<file path="src/rtl/sfc_pkg.sv">
// Shared types, property masks, opcodes and rule helpers for the fragment type checker.
package sfc_pkg;

	typedef logic [18:0] ptype_t;

	localparam int unsigned MAX_CHILDREN_DEF = 64;
	localparam logic [31:0] LOCKTIME_RESET = 32'd500000000;

	localparam int unsigned CFG_TAPSCRIPT = 0;
	localparam int unsigned CFG_LOCKTIME  = 1;

	localparam int unsigned SEQ_TYPE_BIT = 22;
	localparam int unsigned TSHIFT = 14;

	localparam ptype_t P_K  = 19'h00001;
	localparam ptype_t P_V  = 19'h00002;
	localparam ptype_t P_B  = 19'h00004;
	localparam ptype_t P_W  = 19'h00008;
	localparam ptype_t P_Z  = 19'h00010;
	localparam ptype_t P_O  = 19'h00020;
	localparam ptype_t P_N  = 19'h00040;
	localparam ptype_t P_D  = 19'h00080;
	localparam ptype_t P_U  = 19'h00100;
	localparam ptype_t P_E  = 19'h00200;
	localparam ptype_t P_F  = 19'h00400;
	localparam ptype_t P_S  = 19'h00800;
	localparam ptype_t P_M  = 19'h01000;
	localparam ptype_t P_X  = 19'h02000;
	localparam ptype_t P_G  = 19'h04000;
	localparam ptype_t P_H  = 19'h08000;
	localparam ptype_t P_I  = 19'h10000;
	localparam ptype_t P_J  = 19'h20000;
	localparam ptype_t P_KT = 19'h40000;
	localparam ptype_t P_GHIJ  = P_G | P_H | P_I | P_J;
	localparam ptype_t P_GHIJK = P_GHIJ | P_KT;

	typedef enum logic [4:0] {
		OP_PK_K      = 5'd0,
		OP_PK_H      = 5'd1,
		OP_OLDER     = 5'd2,
		OP_AFTER     = 5'd3,
		OP_SHA256    = 5'd4,
		OP_RIPEMD160 = 5'd5,
		OP_HASH256   = 5'd6,
		OP_HASH160   = 5'd7,
		OP_JUST_1    = 5'd8,
		OP_JUST_0    = 5'd9,
		OP_WRAP_A    = 5'd10,
		OP_WRAP_S    = 5'd11,
		OP_WRAP_C    = 5'd12,
		OP_WRAP_D    = 5'd13,
		OP_WRAP_V    = 5'd14,
		OP_WRAP_J    = 5'd15,
		OP_WRAP_N    = 5'd16,
		OP_AND_V     = 5'd17,
		OP_AND_B     = 5'd18,
		OP_OR_B      = 5'd19,
		OP_OR_D      = 5'd20,
		OP_OR_C      = 5'd21,
		OP_OR_I      = 5'd22,
		OP_ANDOR     = 5'd23,
		OP_MULTI     = 5'd24,
		OP_MULTI_A   = 5'd25,
		OP_THRESH    = 5'd26
	} opcode_t;

	// Position flags of one threshold child.
	typedef struct packed {
		logic first;
		logic last;
	} thr_ctl_t;

	function automatic logic f_has(ptype_t t, ptype_t m);
		return (t & m) == m;
	endfunction

	function automatic ptype_t f_iff(logic c, ptype_t v);
		return c ? v : '0;
	endfunction

	function automatic logic f_conflict(ptype_t a, ptype_t b);
		return (f_has(a, P_G) && f_has(b, P_H)) || (f_has(a, P_H) && f_has(b, P_G)) ||
			(f_has(a, P_I) && f_has(b, P_J)) || (f_has(a, P_J) && f_has(b, P_I));
	endfunction

	function automatic ptype_t f_orule(ptype_t x, ptype_t y);
		return f_iff(f_has(x | y, P_Z), (x | y) & P_O);
	endfunction

	function automatic ptype_t f_nrule(ptype_t x, ptype_t y);
		return (x & P_N) | f_iff(f_has(x, P_Z), y & P_N);
	endfunction

	function automatic ptype_t f_ktl(ptype_t x, ptype_t y, ptype_t both);
		return f_iff(f_has(both, P_KT) && !f_conflict(x, y), P_KT);
	endfunction

endpackage

</file>
<file path="src/rtl/sfc_rules.sv">
// Property-set rules for every single-item fragment kind (leaves, wrappers, and/or, multi).
module sfc_rules (
	input  logic [4:0]      opcode,
	input  sfc_pkg::ptype_t x,
	input  sfc_pkg::ptype_t y,
	input  sfc_pkg::ptype_t z,
	input  logic [31:0]     k,
	input  logic            tapscript_mode,
	input  logic [31:0]     lock_boundary,
	output sfc_pkg::ptype_t result
);

	sfc_pkg::ptype_t w;
	logic            sf;
	logic            k_late;

	assign w      = x | (y & z);
	assign sf     = sfc_pkg::f_has(x, sfc_pkg::P_S) || sfc_pkg::f_has(y, sfc_pkg::P_F);
	assign k_late = (k >= lock_boundary);

	always_comb begin
		case (opcode)
			sfc_pkg::OP_PK_K: begin
				result = sfc_pkg::P_K | sfc_pkg::P_O | sfc_pkg::P_N | sfc_pkg::P_U |
					sfc_pkg::P_D | sfc_pkg::P_E | sfc_pkg::P_M | sfc_pkg::P_S |
					sfc_pkg::P_X | sfc_pkg::P_KT;
			end
			sfc_pkg::OP_PK_H: begin
				result = sfc_pkg::P_K | sfc_pkg::P_N | sfc_pkg::P_U | sfc_pkg::P_D |
					sfc_pkg::P_E | sfc_pkg::P_M | sfc_pkg::P_S | sfc_pkg::P_X |
					sfc_pkg::P_KT;
			end
			sfc_pkg::OP_OLDER: begin
				result = (k[sfc_pkg::SEQ_TYPE_BIT] ? sfc_pkg::P_G : sfc_pkg::P_H) |
					sfc_pkg::P_B | sfc_pkg::P_Z | sfc_pkg::P_F | sfc_pkg::P_M |
					sfc_pkg::P_X | sfc_pkg::P_KT;
			end
			sfc_pkg::OP_AFTER: begin
				result = (k_late ? sfc_pkg::P_I : sfc_pkg::P_J) |
					sfc_pkg::P_B | sfc_pkg::P_Z | sfc_pkg::P_F | sfc_pkg::P_M |
					sfc_pkg::P_X | sfc_pkg::P_KT;
			end
			sfc_pkg::OP_SHA256, sfc_pkg::OP_RIPEMD160,
			sfc_pkg::OP_HASH256, sfc_pkg::OP_HASH160: begin
				result = sfc_pkg::P_B | sfc_pkg::P_O | sfc_pkg::P_N | sfc_pkg::P_U |
					sfc_pkg::P_D | sfc_pkg::P_M | sfc_pkg::P_KT;
			end
			sfc_pkg::OP_JUST_1: begin
				result = sfc_pkg::P_B | sfc_pkg::P_Z | sfc_pkg::P_U | sfc_pkg::P_F |
					sfc_pkg::P_M | sfc_pkg::P_X | sfc_pkg::P_KT;
			end
			sfc_pkg::OP_JUST_0: begin
				result = sfc_pkg::P_B | sfc_pkg::P_Z | sfc_pkg::P_U | sfc_pkg::P_D |
					sfc_pkg::P_E | sfc_pkg::P_M | sfc_pkg::P_S | sfc_pkg::P_X |
					sfc_pkg::P_KT;
			end
			sfc_pkg::OP_WRAP_A: begin
				result = sfc_pkg::f_iff(sfc_pkg::f_has(x, sfc_pkg::P_B), sfc_pkg::P_W) |
					(x & sfc_pkg::P_GHIJK) |
					(x & (sfc_pkg::P_U | sfc_pkg::P_D | sfc_pkg::P_F | sfc_pkg::P_E |
					sfc_pkg::P_M | sfc_pkg::P_S)) | sfc_pkg::P_X;
			end
			sfc_pkg::OP_WRAP_S: begin
				result = sfc_pkg::f_iff(sfc_pkg::f_has(x, sfc_pkg::P_B | sfc_pkg::P_O),
					sfc_pkg::P_W) | (x & sfc_pkg::P_GHIJK) |
					(x & (sfc_pkg::P_U | sfc_pkg::P_D | sfc_pkg::P_F | sfc_pkg::P_E |
					sfc_pkg::P_M | sfc_pkg::P_S | sfc_pkg::P_X));
			end
			sfc_pkg::OP_WRAP_C: begin
				result = sfc_pkg::f_iff(sfc_pkg::f_has(x, sfc_pkg::P_K), sfc_pkg::P_B) |
					(x & sfc_pkg::P_GHIJK) |
					(x & (sfc_pkg::P_O | sfc_pkg::P_N | sfc_pkg::P_D | sfc_pkg::P_F |
					sfc_pkg::P_E | sfc_pkg::P_M)) | sfc_pkg::P_U | sfc_pkg::P_S;
			end
			sfc_pkg::OP_WRAP_D: begin
				result = sfc_pkg::f_iff(sfc_pkg::f_has(x, sfc_pkg::P_V | sfc_pkg::P_Z),
					sfc_pkg::P_B) |
					sfc_pkg::f_iff(sfc_pkg::f_has(x, sfc_pkg::P_Z), sfc_pkg::P_O) |
					sfc_pkg::f_iff(sfc_pkg::f_has(x, sfc_pkg::P_F), sfc_pkg::P_E) |
					(x & sfc_pkg::P_GHIJK) | (x & (sfc_pkg::P_M | sfc_pkg::P_S)) |
					sfc_pkg::f_iff(tapscript_mode, sfc_pkg::P_U) |
					sfc_pkg::P_N | sfc_pkg::P_D | sfc_pkg::P_X;
			end
			sfc_pkg::OP_WRAP_V: begin
				result = sfc_pkg::f_iff(sfc_pkg::f_has(x, sfc_pkg::P_B), sfc_pkg::P_V) |
					(x & sfc_pkg::P_GHIJK) |
					(x & (sfc_pkg::P_Z | sfc_pkg::P_O | sfc_pkg::P_N | sfc_pkg::P_M |
					sfc_pkg::P_S)) | sfc_pkg::P_F | sfc_pkg::P_X;
			end
			sfc_pkg::OP_WRAP_J: begin
				result = sfc_pkg::f_iff(sfc_pkg::f_has(x, sfc_pkg::P_B | sfc_pkg::P_N),
					sfc_pkg::P_B) |
					sfc_pkg::f_iff(sfc_pkg::f_has(x, sfc_pkg::P_F), sfc_pkg::P_E) |
					(x & sfc_pkg::P_GHIJK) |
					(x & (sfc_pkg::P_O | sfc_pkg::P_U | sfc_pkg::P_M | sfc_pkg::P_S)) |
					sfc_pkg::P_N | sfc_pkg::P_D | sfc_pkg::P_X;
			end
			sfc_pkg::OP_WRAP_N: begin
				result = (x & sfc_pkg::P_GHIJK) |
					(x & (sfc_pkg::P_B | sfc_pkg::P_Z | sfc_pkg::P_O | sfc_pkg::P_N |
					sfc_pkg::P_D | sfc_pkg::P_F | sfc_pkg::P_E | sfc_pkg::P_M |
					sfc_pkg::P_S)) | sfc_pkg::P_U | sfc_pkg::P_X;
			end
			sfc_pkg::OP_AND_V: begin
				result = sfc_pkg::f_iff(sfc_pkg::f_has(x, sfc_pkg::P_V),
					y & (sfc_pkg::P_K | sfc_pkg::P_V | sfc_pkg::P_B)) |
					sfc_pkg::f_nrule(x, y) | sfc_pkg::f_orule(x, y) |
					(x & y & (sfc_pkg::P_D | sfc_pkg::P_M | sfc_pkg::P_Z)) |
					((x | y) & sfc_pkg::P_S) |
					sfc_pkg::f_iff(sfc_pkg::f_has(y, sfc_pkg::P_F) ||
					sfc_pkg::f_has(x, sfc_pkg::P_S), sfc_pkg::P_F) |
					(y & (sfc_pkg::P_U | sfc_pkg::P_X)) | ((x | y) & sfc_pkg::P_GHIJ) |
					sfc_pkg::f_ktl(x, y, x & y);
			end
			sfc_pkg::OP_AND_B: begin
				result = sfc_pkg::f_iff(sfc_pkg::f_has(y, sfc_pkg::P_W), x & sfc_pkg::P_B) |
					sfc_pkg::f_orule(x, y) | sfc_pkg::f_nrule(x, y) |
					sfc_pkg::f_iff(sfc_pkg::f_has(x & y, sfc_pkg::P_S),
					x & y & sfc_pkg::P_E) |
					(x & y & (sfc_pkg::P_D | sfc_pkg::P_Z | sfc_pkg::P_M)) |
					sfc_pkg::f_iff(sfc_pkg::f_has(x & y, sfc_pkg::P_F) ||
					sfc_pkg::f_has(x, sfc_pkg::P_S | sfc_pkg::P_F) ||
					sfc_pkg::f_has(y, sfc_pkg::P_S | sfc_pkg::P_F), sfc_pkg::P_F) |
					((x | y) & sfc_pkg::P_S) | sfc_pkg::P_U | sfc_pkg::P_X |
					((x | y) & sfc_pkg::P_GHIJ) | sfc_pkg::f_ktl(x, y, x & y);
			end
			sfc_pkg::OP_OR_B: begin
				result = sfc_pkg::f_iff(sfc_pkg::f_has(x, sfc_pkg::P_B | sfc_pkg::P_D) &&
					sfc_pkg::f_has(y, sfc_pkg::P_W | sfc_pkg::P_D), sfc_pkg::P_B) |
					sfc_pkg::f_orule(x, y) |
					sfc_pkg::f_iff(sfc_pkg::f_has(x | y, sfc_pkg::P_S) &&
					sfc_pkg::f_has(x & y, sfc_pkg::P_E), x & y & sfc_pkg::P_M) |
					(x & y & (sfc_pkg::P_Z | sfc_pkg::P_S | sfc_pkg::P_E)) |
					sfc_pkg::P_D | sfc_pkg::P_U | sfc_pkg::P_X |
					((x | y) & sfc_pkg::P_GHIJ) | (x & y & sfc_pkg::P_KT);
			end
			sfc_pkg::OP_OR_D: begin
				result = sfc_pkg::f_iff(sfc_pkg::f_has(x, sfc_pkg::P_B | sfc_pkg::P_D |
					sfc_pkg::P_U), y & sfc_pkg::P_B) |
					sfc_pkg::f_iff(sfc_pkg::f_has(y, sfc_pkg::P_Z), x & sfc_pkg::P_O) |
					sfc_pkg::f_iff(sfc_pkg::f_has(x, sfc_pkg::P_E) &&
					sfc_pkg::f_has(x | y, sfc_pkg::P_S), x & y & sfc_pkg::P_M) |
					(x & y & (sfc_pkg::P_Z | sfc_pkg::P_S)) |
					(y & (sfc_pkg::P_U | sfc_pkg::P_F | sfc_pkg::P_D | sfc_pkg::P_E)) |
					sfc_pkg::P_X | ((x | y) & sfc_pkg::P_GHIJ) | (x & y & sfc_pkg::P_KT);
			end
			sfc_pkg::OP_OR_C: begin
				result = sfc_pkg::f_iff(sfc_pkg::f_has(x, sfc_pkg::P_B | sfc_pkg::P_D |
					sfc_pkg::P_U), y & sfc_pkg::P_V) |
					sfc_pkg::f_iff(sfc_pkg::f_has(y, sfc_pkg::P_Z), x & sfc_pkg::P_O) |
					sfc_pkg::f_iff(sfc_pkg::f_has(x, sfc_pkg::P_E) &&
					sfc_pkg::f_has(x | y, sfc_pkg::P_S), x & y & sfc_pkg::P_M) |
					(x & y & (sfc_pkg::P_Z | sfc_pkg::P_S)) |
					sfc_pkg::P_F | sfc_pkg::P_X | ((x | y) & sfc_pkg::P_GHIJ) |
					(x & y & sfc_pkg::P_KT);
			end
			sfc_pkg::OP_OR_I: begin
				result = (x & y & (sfc_pkg::P_V | sfc_pkg::P_B | sfc_pkg::P_K |
					sfc_pkg::P_U | sfc_pkg::P_F | sfc_pkg::P_S)) |
					sfc_pkg::f_iff(sfc_pkg::f_has(x & y, sfc_pkg::P_Z), sfc_pkg::P_O) |
					sfc_pkg::f_iff(sfc_pkg::f_has(x | y, sfc_pkg::P_F),
					(x | y) & sfc_pkg::P_E) |
					sfc_pkg::f_iff(sfc_pkg::f_has(x | y, sfc_pkg::P_S),
					x & y & sfc_pkg::P_M) |
					((x | y) & sfc_pkg::P_D) | sfc_pkg::P_X |
					((x | y) & sfc_pkg::P_GHIJ) | (x & y & sfc_pkg::P_KT);
			end
			sfc_pkg::OP_ANDOR: begin
				result = sfc_pkg::f_iff(sfc_pkg::f_has(x, sfc_pkg::P_B | sfc_pkg::P_D |
					sfc_pkg::P_U), y & z & (sfc_pkg::P_B | sfc_pkg::P_K | sfc_pkg::P_V)) |
					(x & y & z & sfc_pkg::P_Z) |
					sfc_pkg::f_iff(sfc_pkg::f_has(w, sfc_pkg::P_Z), w & sfc_pkg::P_O) |
					(y & z & sfc_pkg::P_U) | sfc_pkg::f_iff(sf, z & sfc_pkg::P_F) |
					(z & sfc_pkg::P_D) | sfc_pkg::f_iff(sf, z & sfc_pkg::P_E) |
					sfc_pkg::f_iff(sfc_pkg::f_has(x, sfc_pkg::P_E) &&
					sfc_pkg::f_has(x | y | z, sfc_pkg::P_S), x & y & z & sfc_pkg::P_M) |
					(z & (x | y) & sfc_pkg::P_S) | sfc_pkg::P_X |
					((x | y | z) & sfc_pkg::P_GHIJ) | sfc_pkg::f_ktl(x, y, x & y & z);
			end
			sfc_pkg::OP_MULTI: begin
				result = sfc_pkg::P_B | sfc_pkg::P_N | sfc_pkg::P_U | sfc_pkg::P_D |
					sfc_pkg::P_E | sfc_pkg::P_M | sfc_pkg::P_S | sfc_pkg::P_KT;
			end
			sfc_pkg::OP_MULTI_A: begin
				result = sfc_pkg::P_B | sfc_pkg::P_U | sfc_pkg::P_D | sfc_pkg::P_E |
					sfc_pkg::P_M | sfc_pkg::P_S | sfc_pkg::P_KT;
			end
			default: begin
				result = '0;
			end
		endcase
	end

endmodule

</file>
<file path="src/rtl/sfc_thresh.sv">
// Threshold accumulator: folds one child per beat and forms the set on the last child.
module sfc_thresh #(
	parameter int unsigned MAX_CHILDREN = sfc_pkg::MAX_CHILDREN_DEF
) (
	input  logic              clk,
	input  logic              arst_n,
	input  logic              step,
	input  sfc_pkg::thr_ctl_t ctl,
	input  sfc_pkg::ptype_t   x,
	input  logic [31:0]       k,
	input  logic [6:0]        child_count,
	output sfc_pkg::ptype_t   result
);

	localparam int unsigned NumW = $clog2(MAX_CHILDREN + 1);
	localparam int unsigned CmpW = 34;

	logic            all_e_q, all_m_q, failed_q;
	logic [1:0]      args_q;
	logic [NumW-1:0] num_s_q;
	logic [4:0]      tl_q;

	logic            all_e_b, all_m_b, failed_b;
	logic [1:0]      args_b;
	logic [NumW-1:0] num_s_b;
	logic [4:0]      tl_b;

	logic            all_e_n, all_m_n, failed_n;
	logic [1:0]      args_n;
	logic [NumW-1:0] num_s_n;
	logic [4:0]      tl_n;

	logic            ok;
	logic [1:0]      add;
	logic [2:0]      args_sum;
	sfc_pkg::ptype_t tl_wide;
	logic            kt_keep;

	logic signed [CmpW-1:0] ns, nn, nk;

	// Start from reset values on the first child, otherwise from the running state.
	always_comb begin
		if (ctl.first) begin
			all_e_b  = 1'b1;
			all_m_b  = 1'b1;
			args_b   = '0;
			num_s_b  = '0;
			tl_b     = 5'b10000;
			failed_b = 1'b0;
		end else begin
			all_e_b  = all_e_q;
			all_m_b  = all_m_q;
			args_b   = args_q;
			num_s_b  = num_s_q;
			tl_b     = tl_q;
			failed_b = failed_q;
		end
	end

	assign ok = ctl.first ?
		sfc_pkg::f_has(x, sfc_pkg::P_B | sfc_pkg::P_D | sfc_pkg::P_U) :
		sfc_pkg::f_has(x, sfc_pkg::P_W | sfc_pkg::P_D | sfc_pkg::P_U);

	assign add = sfc_pkg::f_has(x, sfc_pkg::P_Z) ? 2'd0 :
		(sfc_pkg::f_has(x, sfc_pkg::P_O) ? 2'd1 : 2'd2);
	assign args_sum = {1'b0, args_b} + {1'b0, add};

	assign tl_wide = {tl_b, 14'b0};
	assign kt_keep = tl_b[4] && x[18] &&
		((k <= 32'd1) || !sfc_pkg::f_conflict(tl_wide, x));

	always_comb begin
		all_e_n  = all_e_b;
		all_m_n  = all_m_b;
		args_n   = args_b;
		num_s_n  = num_s_b;
		tl_n     = tl_b;
		failed_n = failed_b;
		if (!failed_b) begin
			if (!ok) begin
				failed_n = 1'b1;
			end else begin
				if (!sfc_pkg::f_has(x, sfc_pkg::P_E)) begin
					all_e_n = 1'b0;
				end
				if (!sfc_pkg::f_has(x, sfc_pkg::P_M)) begin
					all_m_n = 1'b0;
				end
				if (sfc_pkg::f_has(x, sfc_pkg::P_S) &&
						(num_s_b < NumW'(MAX_CHILDREN))) begin
					num_s_n = NumW'(num_s_b + 1'b1);
				end
				args_n = (args_sum > 3'd2) ? 2'd2 : args_sum[1:0];
				tl_n   = {kt_keep, tl_b[3:0] | x[17:14]};
			end
		end
	end

	// Signed count checks: n - k may go negative.
	assign ns = {{(CmpW-NumW){1'b0}}, num_s_n};
	assign nn = {{(CmpW-7){1'b0}}, child_count};
	assign nk = nn - {2'b0, k};

	always_comb begin
		if (failed_n) begin
			result = '0;
		end else begin
			result = sfc_pkg::P_B | sfc_pkg::P_D | sfc_pkg::P_U |
				sfc_pkg::f_iff(args_n == 2'd0, sfc_pkg::P_Z) |
				sfc_pkg::f_iff(args_n == 2'd1, sfc_pkg::P_O) |
				sfc_pkg::f_iff(all_e_n && (ns == nn), sfc_pkg::P_E) |
				sfc_pkg::f_iff(all_e_n && all_m_n && (ns >= nk), sfc_pkg::P_M) |
				sfc_pkg::f_iff(ns >= nk + 1, sfc_pkg::P_S) |
				{tl_n, 14'b0};
		end
	end

	// Advance the running state; the last child returns it to reset values.
	always_ff @(posedge clk or negedge arst_n) begin
		if (!arst_n) begin
			all_e_q  <= 1'b1;
			all_m_q  <= 1'b1;
			args_q   <= '0;
			num_s_q  <= '0;
			tl_q     <= 5'b10000;
			failed_q <= 1'b0;
		end else if (step) begin
			if (ctl.last) begin
				all_e_q  <= 1'b1;
				all_m_q  <= 1'b1;
				args_q   <= '0;
				num_s_q  <= '0;
				tl_q     <= 5'b10000;
				failed_q <= 1'b0;
			end else begin
				all_e_q  <= all_e_n;
				all_m_q  <= all_m_n;
				args_q   <= args_n;
				num_s_q  <= num_s_n;
				tl_q     <= tl_n;
				failed_q <= failed_n;
			end
		end
	end

endmodule

</file>
<file path="src/rtl/script_fragment_type_check.sv">
// Top level of the script fragment type checker: input stage, rule logic, result register.
// Computes the 19-bit property set (K V B W z o n d u e f s m x g h i j k, bit 0 first) of a
// script fragment. Each input beat carries an opcode and the children's property sets; leaf,
// wrapper, and/or, andor and multi kinds give one result beat per input beat. A threshold is
// fed one child per beat (first_child on the first, last_child on the last) and gives a single
// result beat on its last child; earlier children give none. Unknown opcodes give 0. Each input
// beat is held in the input register, then the rule logic and threshold accumulator evaluate it
// and load the result register. One beat is taken every cycle; the only thing that holds the
// input side is a full result register whose beat is not taken. tapscript_mode and the absolute
// lock boundary are written through the cfg port; the user must write them only while no beat
// is in flight, since the block itself does not enforce it.
module script_fragment_type_check #(
	parameter int unsigned MAX_CHILDREN = sfc_pkg::MAX_CHILDREN_DEF
) (
	input  logic        clk,
	input  logic        arst_n,
	// configuration writes
	input  logic        cfg_we,
	input  logic        cfg_index,
	input  logic [31:0] cfg_data,
	// input channel
	input  logic        item_valid,
	output logic        item_ready,
	input  logic [4:0]  opcode,
	input  logic [18:0] type_x,
	input  logic [18:0] type_y,
	input  logic [18:0] type_z,
	input  logic [31:0] threshold_k,
	input  logic [6:0]  child_count,
	input  logic        first_child,
	input  logic        last_child,
	// result channel
	output logic        result_valid,
	input  logic        result_ready,
	output logic [18:0] result_type
);

	// configuration registers
	logic        tapscript_mode_q;
	logic [31:0] lock_boundary_q;

	// input stage
	logic              valid_s1;
	logic [4:0]        opcode_s1;
	sfc_pkg::ptype_t   x_s1, y_s1, z_s1;
	logic [31:0]       k_s1;
	logic [6:0]        n_s1;
	sfc_pkg::thr_ctl_t ctl_s1;

	// result stage
	logic            result_valid_q;
	sfc_pkg::ptype_t result_type_q;

	logic            is_thresh;
	logic            produce;
	logic            advance;
	logic            thr_step;
	sfc_pkg::ptype_t rule_result;
	sfc_pkg::ptype_t thr_result;

	always_ff @(posedge clk or negedge arst_n) begin
		if (!arst_n) begin
			tapscript_mode_q <= 1'b0;
			lock_boundary_q  <= sfc_pkg::LOCKTIME_RESET;
		end else if (cfg_we) begin
			if (cfg_index == 1'(sfc_pkg::CFG_TAPSCRIPT)) begin
				tapscript_mode_q <= cfg_data[0];
			end else begin
				lock_boundary_q <= cfg_data;
			end
		end
	end

	assign is_thresh = (opcode_s1 == sfc_pkg::OP_THRESH);
	// A threshold child that is not the last one updates state but yields no beat.
	assign produce   = valid_s1 && (!is_thresh || ctl_s1.last);
	// Drain the input stage unless its beat needs the result register and that is blocked.
	assign advance   = valid_s1 && (!produce || !result_valid_q || result_ready);
	assign item_ready = !valid_s1 || advance;
	assign thr_step  = advance && is_thresh;

	// Hold the input stage; load a fresh beat whenever it is free or draining.
	always_ff @(posedge clk or negedge arst_n) begin
		if (!arst_n) begin
			valid_s1 <= 1'b0;
		end else if (item_ready) begin
			valid_s1 <= item_valid;
		end
	end

	always_ff @(posedge clk) begin
		if (item_ready && item_valid) begin
			opcode_s1 <= opcode;
			x_s1      <= type_x;
			y_s1      <= type_y;
			z_s1      <= type_z;
			k_s1      <= threshold_k;
			n_s1      <= child_count;
			ctl_s1    <= '{first: first_child, last: last_child};
		end
	end

	sfc_rules u_rules (
		.opcode         (opcode_s1),
		.x              (x_s1),
		.y              (y_s1),
		.z              (z_s1),
		.k              (k_s1),
		.tapscript_mode (tapscript_mode_q),
		.lock_boundary  (lock_boundary_q),
		.result         (rule_result)
	);

	sfc_thresh #(
		.MAX_CHILDREN (MAX_CHILDREN)
	) u_thresh (
		.clk         (clk),
		.arst_n      (arst_n),
		.step        (thr_step),
		.ctl         (ctl_s1),
		.x           (x_s1),
		.k           (k_s1),
		.child_count (n_s1),
		.result      (thr_result)
	);

	// Result register: load on a producing advance, drop once the beat is taken.
	always_ff @(posedge clk or negedge arst_n) begin
		if (!arst_n) begin
			result_valid_q <= 1'b0;
		end else if (advance && produce) begin
			result_valid_q <= 1'b1;
		end else if (result_ready) begin
			result_valid_q <= 1'b0;
		end
	end

	always_ff @(posedge clk) begin
		if (advance && produce) begin
			result_type_q <= is_thresh ? thr_result : rule_result;
		end
	end

	assign result_valid = result_valid_q;
	assign result_type  = result_type_q;

endmodule

</file>
<file path="config.mk">
export PLATFORM = sky130hd
export DESIGN_NAME = script_fragment_type_check
export DESIGN_NICKNAME = d
export VERILOG_FILES = /design/src/rtl/sfc_pkg.sv /design/src/rtl/sfc_rules.sv /design/src/rtl/sfc_thresh.sv /design/src/rtl/script_fragment_type_check.sv
export SDC_FILE = /design/constraint.sdc
export NUM_CORES = 1
export LEC_CHECK = 0
export BUFFER_PORTS_ARGS = -buffer_cell sky130_fd_sc_hd__buf_2
export CORE_AREA = 2 2 162 164
export DETAILED_ROUTE_END_ITERATION = 7
export DIE_AREA = 0 0 164 166
export GPL_TIMING_DRIVEN = 1
export PLACE_DENSITY = 0.7
export SYNTH_ARGS = -nofsm -noshare
export SYNTH_HDL_FRONTEND = slang
export SYNTH_SLANG_ARGS = --single-unit
</file>
<file path="constraint.sdc">
create_clock -name clk -period 3.9 [get_ports clk]
set_input_delay 0.195 -clock clk [delete_from_list [all_inputs] [get_ports clk]]
set_output_delay 0.195 -clock clk [all_outputs]
set_load 0.05 [all_outputs]
</file>
==> impl_metrics.tcl <==
set metrics [dict create \
    use_met1 0.296 \
    peakVddDrop_v 0.000304 \
    chipWidth_um 164 \
    fin_crit_ps 3780 \
    rr_startpoint "k_s1[0]" \
    rsz0062_at_grt "true" \
    overflow 0 \
    gp_congestion 0.889 \
    cp-start-kind "flop" \
    syn_nets 1150 \
    clk_latency_ps 440 \
    fmax_mhz 265 \
    cts_buffers 17 \
    async_flop_share 0.304 \
    final_util 0.524 \
    cp_max_fo 4 \
    finalHoldViolations 0 \
    outcome "completed" \
    syn-cell-area_um2 10000 \
    hp-class "in -> reg" \
    yosysSeqAreaShare 0.487 \
    syn_area_per_cell_um2 10.6 \
    drv_cap 0 \
    tightest_slew_ps 724 \
    synth_top_cell_by_area "edfxtp_1" \
    r2r_cells 18 \
    grt_pass1_wl_um 46200 \
    avgViaCountPerCell 5.53 \
    yosys-top-cells-area "edfxtp_1, dfrtp_1, ha_1, dfstp_2, mux2_2" \
    power_mw 5.15 \
    endpoint "result_type[11]" \
    period_share 0.969 \
    finalHoldWorstSlack_ps 41.0 \
    io_buffers 158 \
    cp.required_ps 4200 \
    slew_viol_final 0 \
    end_kind "flop" \
    grt_pass1_vias 8746 \
    ys_warn_count 0 \
    fin_skew_ps 13.1 \
    grt_max_degree 39 \
    use_met3 0.0402 \
    tritoncts "built" \
    critical_path_class "reg -> reg" \
    die_area_um2 27200 \
    core_um2 25600 \
    start_util 0.392 \
    clk_pin_slew_ps 70 \
    synth_top_cell_area_share 0.356 \
    grt_antenna_before_repair 1 \
    report.final.setup_viol 0 \
    io_pins 162 \
    drc_errors 0 \
    cts_buffer_depth 2 \
    dp.final_hpwl_um 20300 \
    rows 59 \
    syn_to_final_growth_pct 33.7 \
    fin_nets 1461 \
    wl_per_cell_um 18.0 \
    ff_latch_area_um2 4890 \
    vias 8910 \
    antenna_violating_nets_post_route 0 \
    drt_pass1_iterations 6 \
    grtUsageTotal 0.217 \
    setup.worst_path.start "k_s1[0]" \
    syn_inst 951 \
    fill_cells 2217 \
    rrSetupSlack_ps 120 \
    ys_seq_elements 171 \
    dieHeight_um 166 \
    routed_wl_um 29100 \
    leakage_nw 5.61 \
    powerDensity_nw_per_um2 384 \
    rr_endpoint "result_type[11]" \
    drtIter0Drc 884 \
    synth_edf_count 119 \
    cts.htree.levels 4 \
    busiest_layer "met2" \
    ys.flop_type "edfxtp_1" \
    cts.sinks 171 \
    drive_above_1_share 0.245 \
    cts_root_buffer "clkbuf_16" \
    fin_cells 1611 \
    synth.distinct_cells 84 \
    grtUsageMet2 0.337 \
    multi_input_comb_area_um2 4830 \
    post-place-cells 1441 \
    arrival_ps 4080 \
    slew_headroom 0.517 \
]
-- cells in the final DEF, fill, tap and decap left out, types with 8 or more instances in the layout --
cell,netlist,layout
buf_2,2,158
dlygate4sd3_1,0,134
edfxtp_1,119,119
nand2_1,66,65
inv_1,63,62
a21oi_1,60,59
nor2_1,56,54
ha_1,56,54
o21ai_0,53,51
buf_4,2,37
dfrtp_1,36,36
mux2_2,34,34
a21o_1,32,32
nor3_1,28,27
nand3_1,25,25
clkbuf_16,0,19
xnor2_1,20,18
nand4_1,16,16
dfstp_2,16,16
xor2_1,15,15
nor2b_1,14,13
a31oi_1,12,12
a22o_1,12,12
nor4_1,10,10
o211ai_1,8,8
nand2b_1,8,8
a22oi_1,8,8
-- state kept, by name (all words and copies together), names as in the netlist, 2 cells and up --
register and flops:
u_thresh.num_s_q 7, opcode_s1 5, x_s1 19, u_thresh.args_q 2, ctl_s1 2, u_thresh.tl_q 5, result_type 19, k_s1 32
y_s1 19, z_s1 16, lock_boundary_q 32, n_s1 7
-- worst min-delay path by stage --
stage | from | to | slack (ps) | cells after the start
floorplan | arst_n | lock_boundary_q[0] | -100 | 0
global placement | arst_n | lock_boundary_q[17] | 180 | 1
detailed placement | arst_n | lock_boundary_q[17] | 210 | 1
CTS | cfg_data[0] | lock_boundary_q[0] | 30 | 2
global route | cfg_data[0] | lock_boundary_q[0] | 40 | 2
finish | cfg_data[0] | lock_boundary_q[0] | 40 | 2
-- cells by family after synthesis --
family | after synthesis | synth area share
AO/OA/AOI/OAI | 268 | 0.180
multiplexers | 38 | 0.0421
AND/OR/NAND/NOR | 277 | 0.145
flip-flops | 171 | 0.487
buffers and inverters | 103 | 0.0410
adder cells (fa/ha/maj) | 59 | 0.0748
XOR/XNOR | 35 | 0.0305
-- metal layers --
layer,share of wire,vias to the layer above
met2,0.46,364
met1,0.44,4248
met5,0,-
li1,-,4228
met3,0.062,70
met4,0.038,0
-- what timing repair did --
action                     in CTS  in global routing
pin swaps                       1                  8
hold endpoints to repair      147                  0
setup endpoints to repair       1                  2
setup buffers                   1                  2
resized for setup               2                 17
hold buffers                  134                  0
-- layout make-up --
class,instances,share of cell area
Antenna cell,1,0.000186
Clock buffer,21,0.0360
Clock inverter,11,0.00802
Inverter,64,0.0179
Multi-Input combinational cell,677,0.360
Sequential cell,171,0.365
Tap cell,335,0.0312
Timing Repair Buffer,331,0.182
-- power by group --
| part | switching [mW] | internal (mW) |
|---|---|---|
| registers | 0.124 | 2.16 |
| clock network | 0.756 | 0.964 |
| logic | 0.630 | 0.519 |
| total | 1.51 | 3.64 |
-- synthesized netlist by cell type (8+ instances only) --
cell type,instances
dfstp_2,16
edfxtp_1,119
a21o_1,32
inv_1,63
dfrtp_1,36
nand2b_1,8
nand4_1,16
ha_1,56
xnor2_1,20
nor2_1,56
clkbuf_1,29
o21ai_0,53
mux2_2,34
xor2_1,15
a22oi_1,8
nor4_1,10
a21oi_1,60
nor2b_1,14
nand2_1,66
a22o_1,12
nor3_1,28
o211ai_1,8
or3_1,8
nand3_1,25
a31oi_1,12
-- stage by stage --
step,instance area [µm²],setup TNS [ps],setup slack [ps]
2_1_floorplan,10000,0,374
3_3_place_gp,11400,0,109
3_5_place_dp,11400,0,15.2
4_1_cts,13300,0,22.8
5_1_grt,13400,-63.8,-63.8
6_report,13400,0,120
-- critical path, cell delays in order (launching register included) --
cell and delay [ps]:
edfxtp_1 430, ha_4 200, fa_2 570, inv_2 60
ha_4 170, nand4_1 90, nor3_1 50, a311o_1 380
xnor2_1 150, ha_1 310, o2111ai_1 100, o211ai_1 240
o21ai_2 110, or3_4 350, nor2_2 80, o21ai_1 80
o41ai_2 50, nand4_1 130, nand3_1 100
No activity file was read; power rests on OpenSTA's default activity.
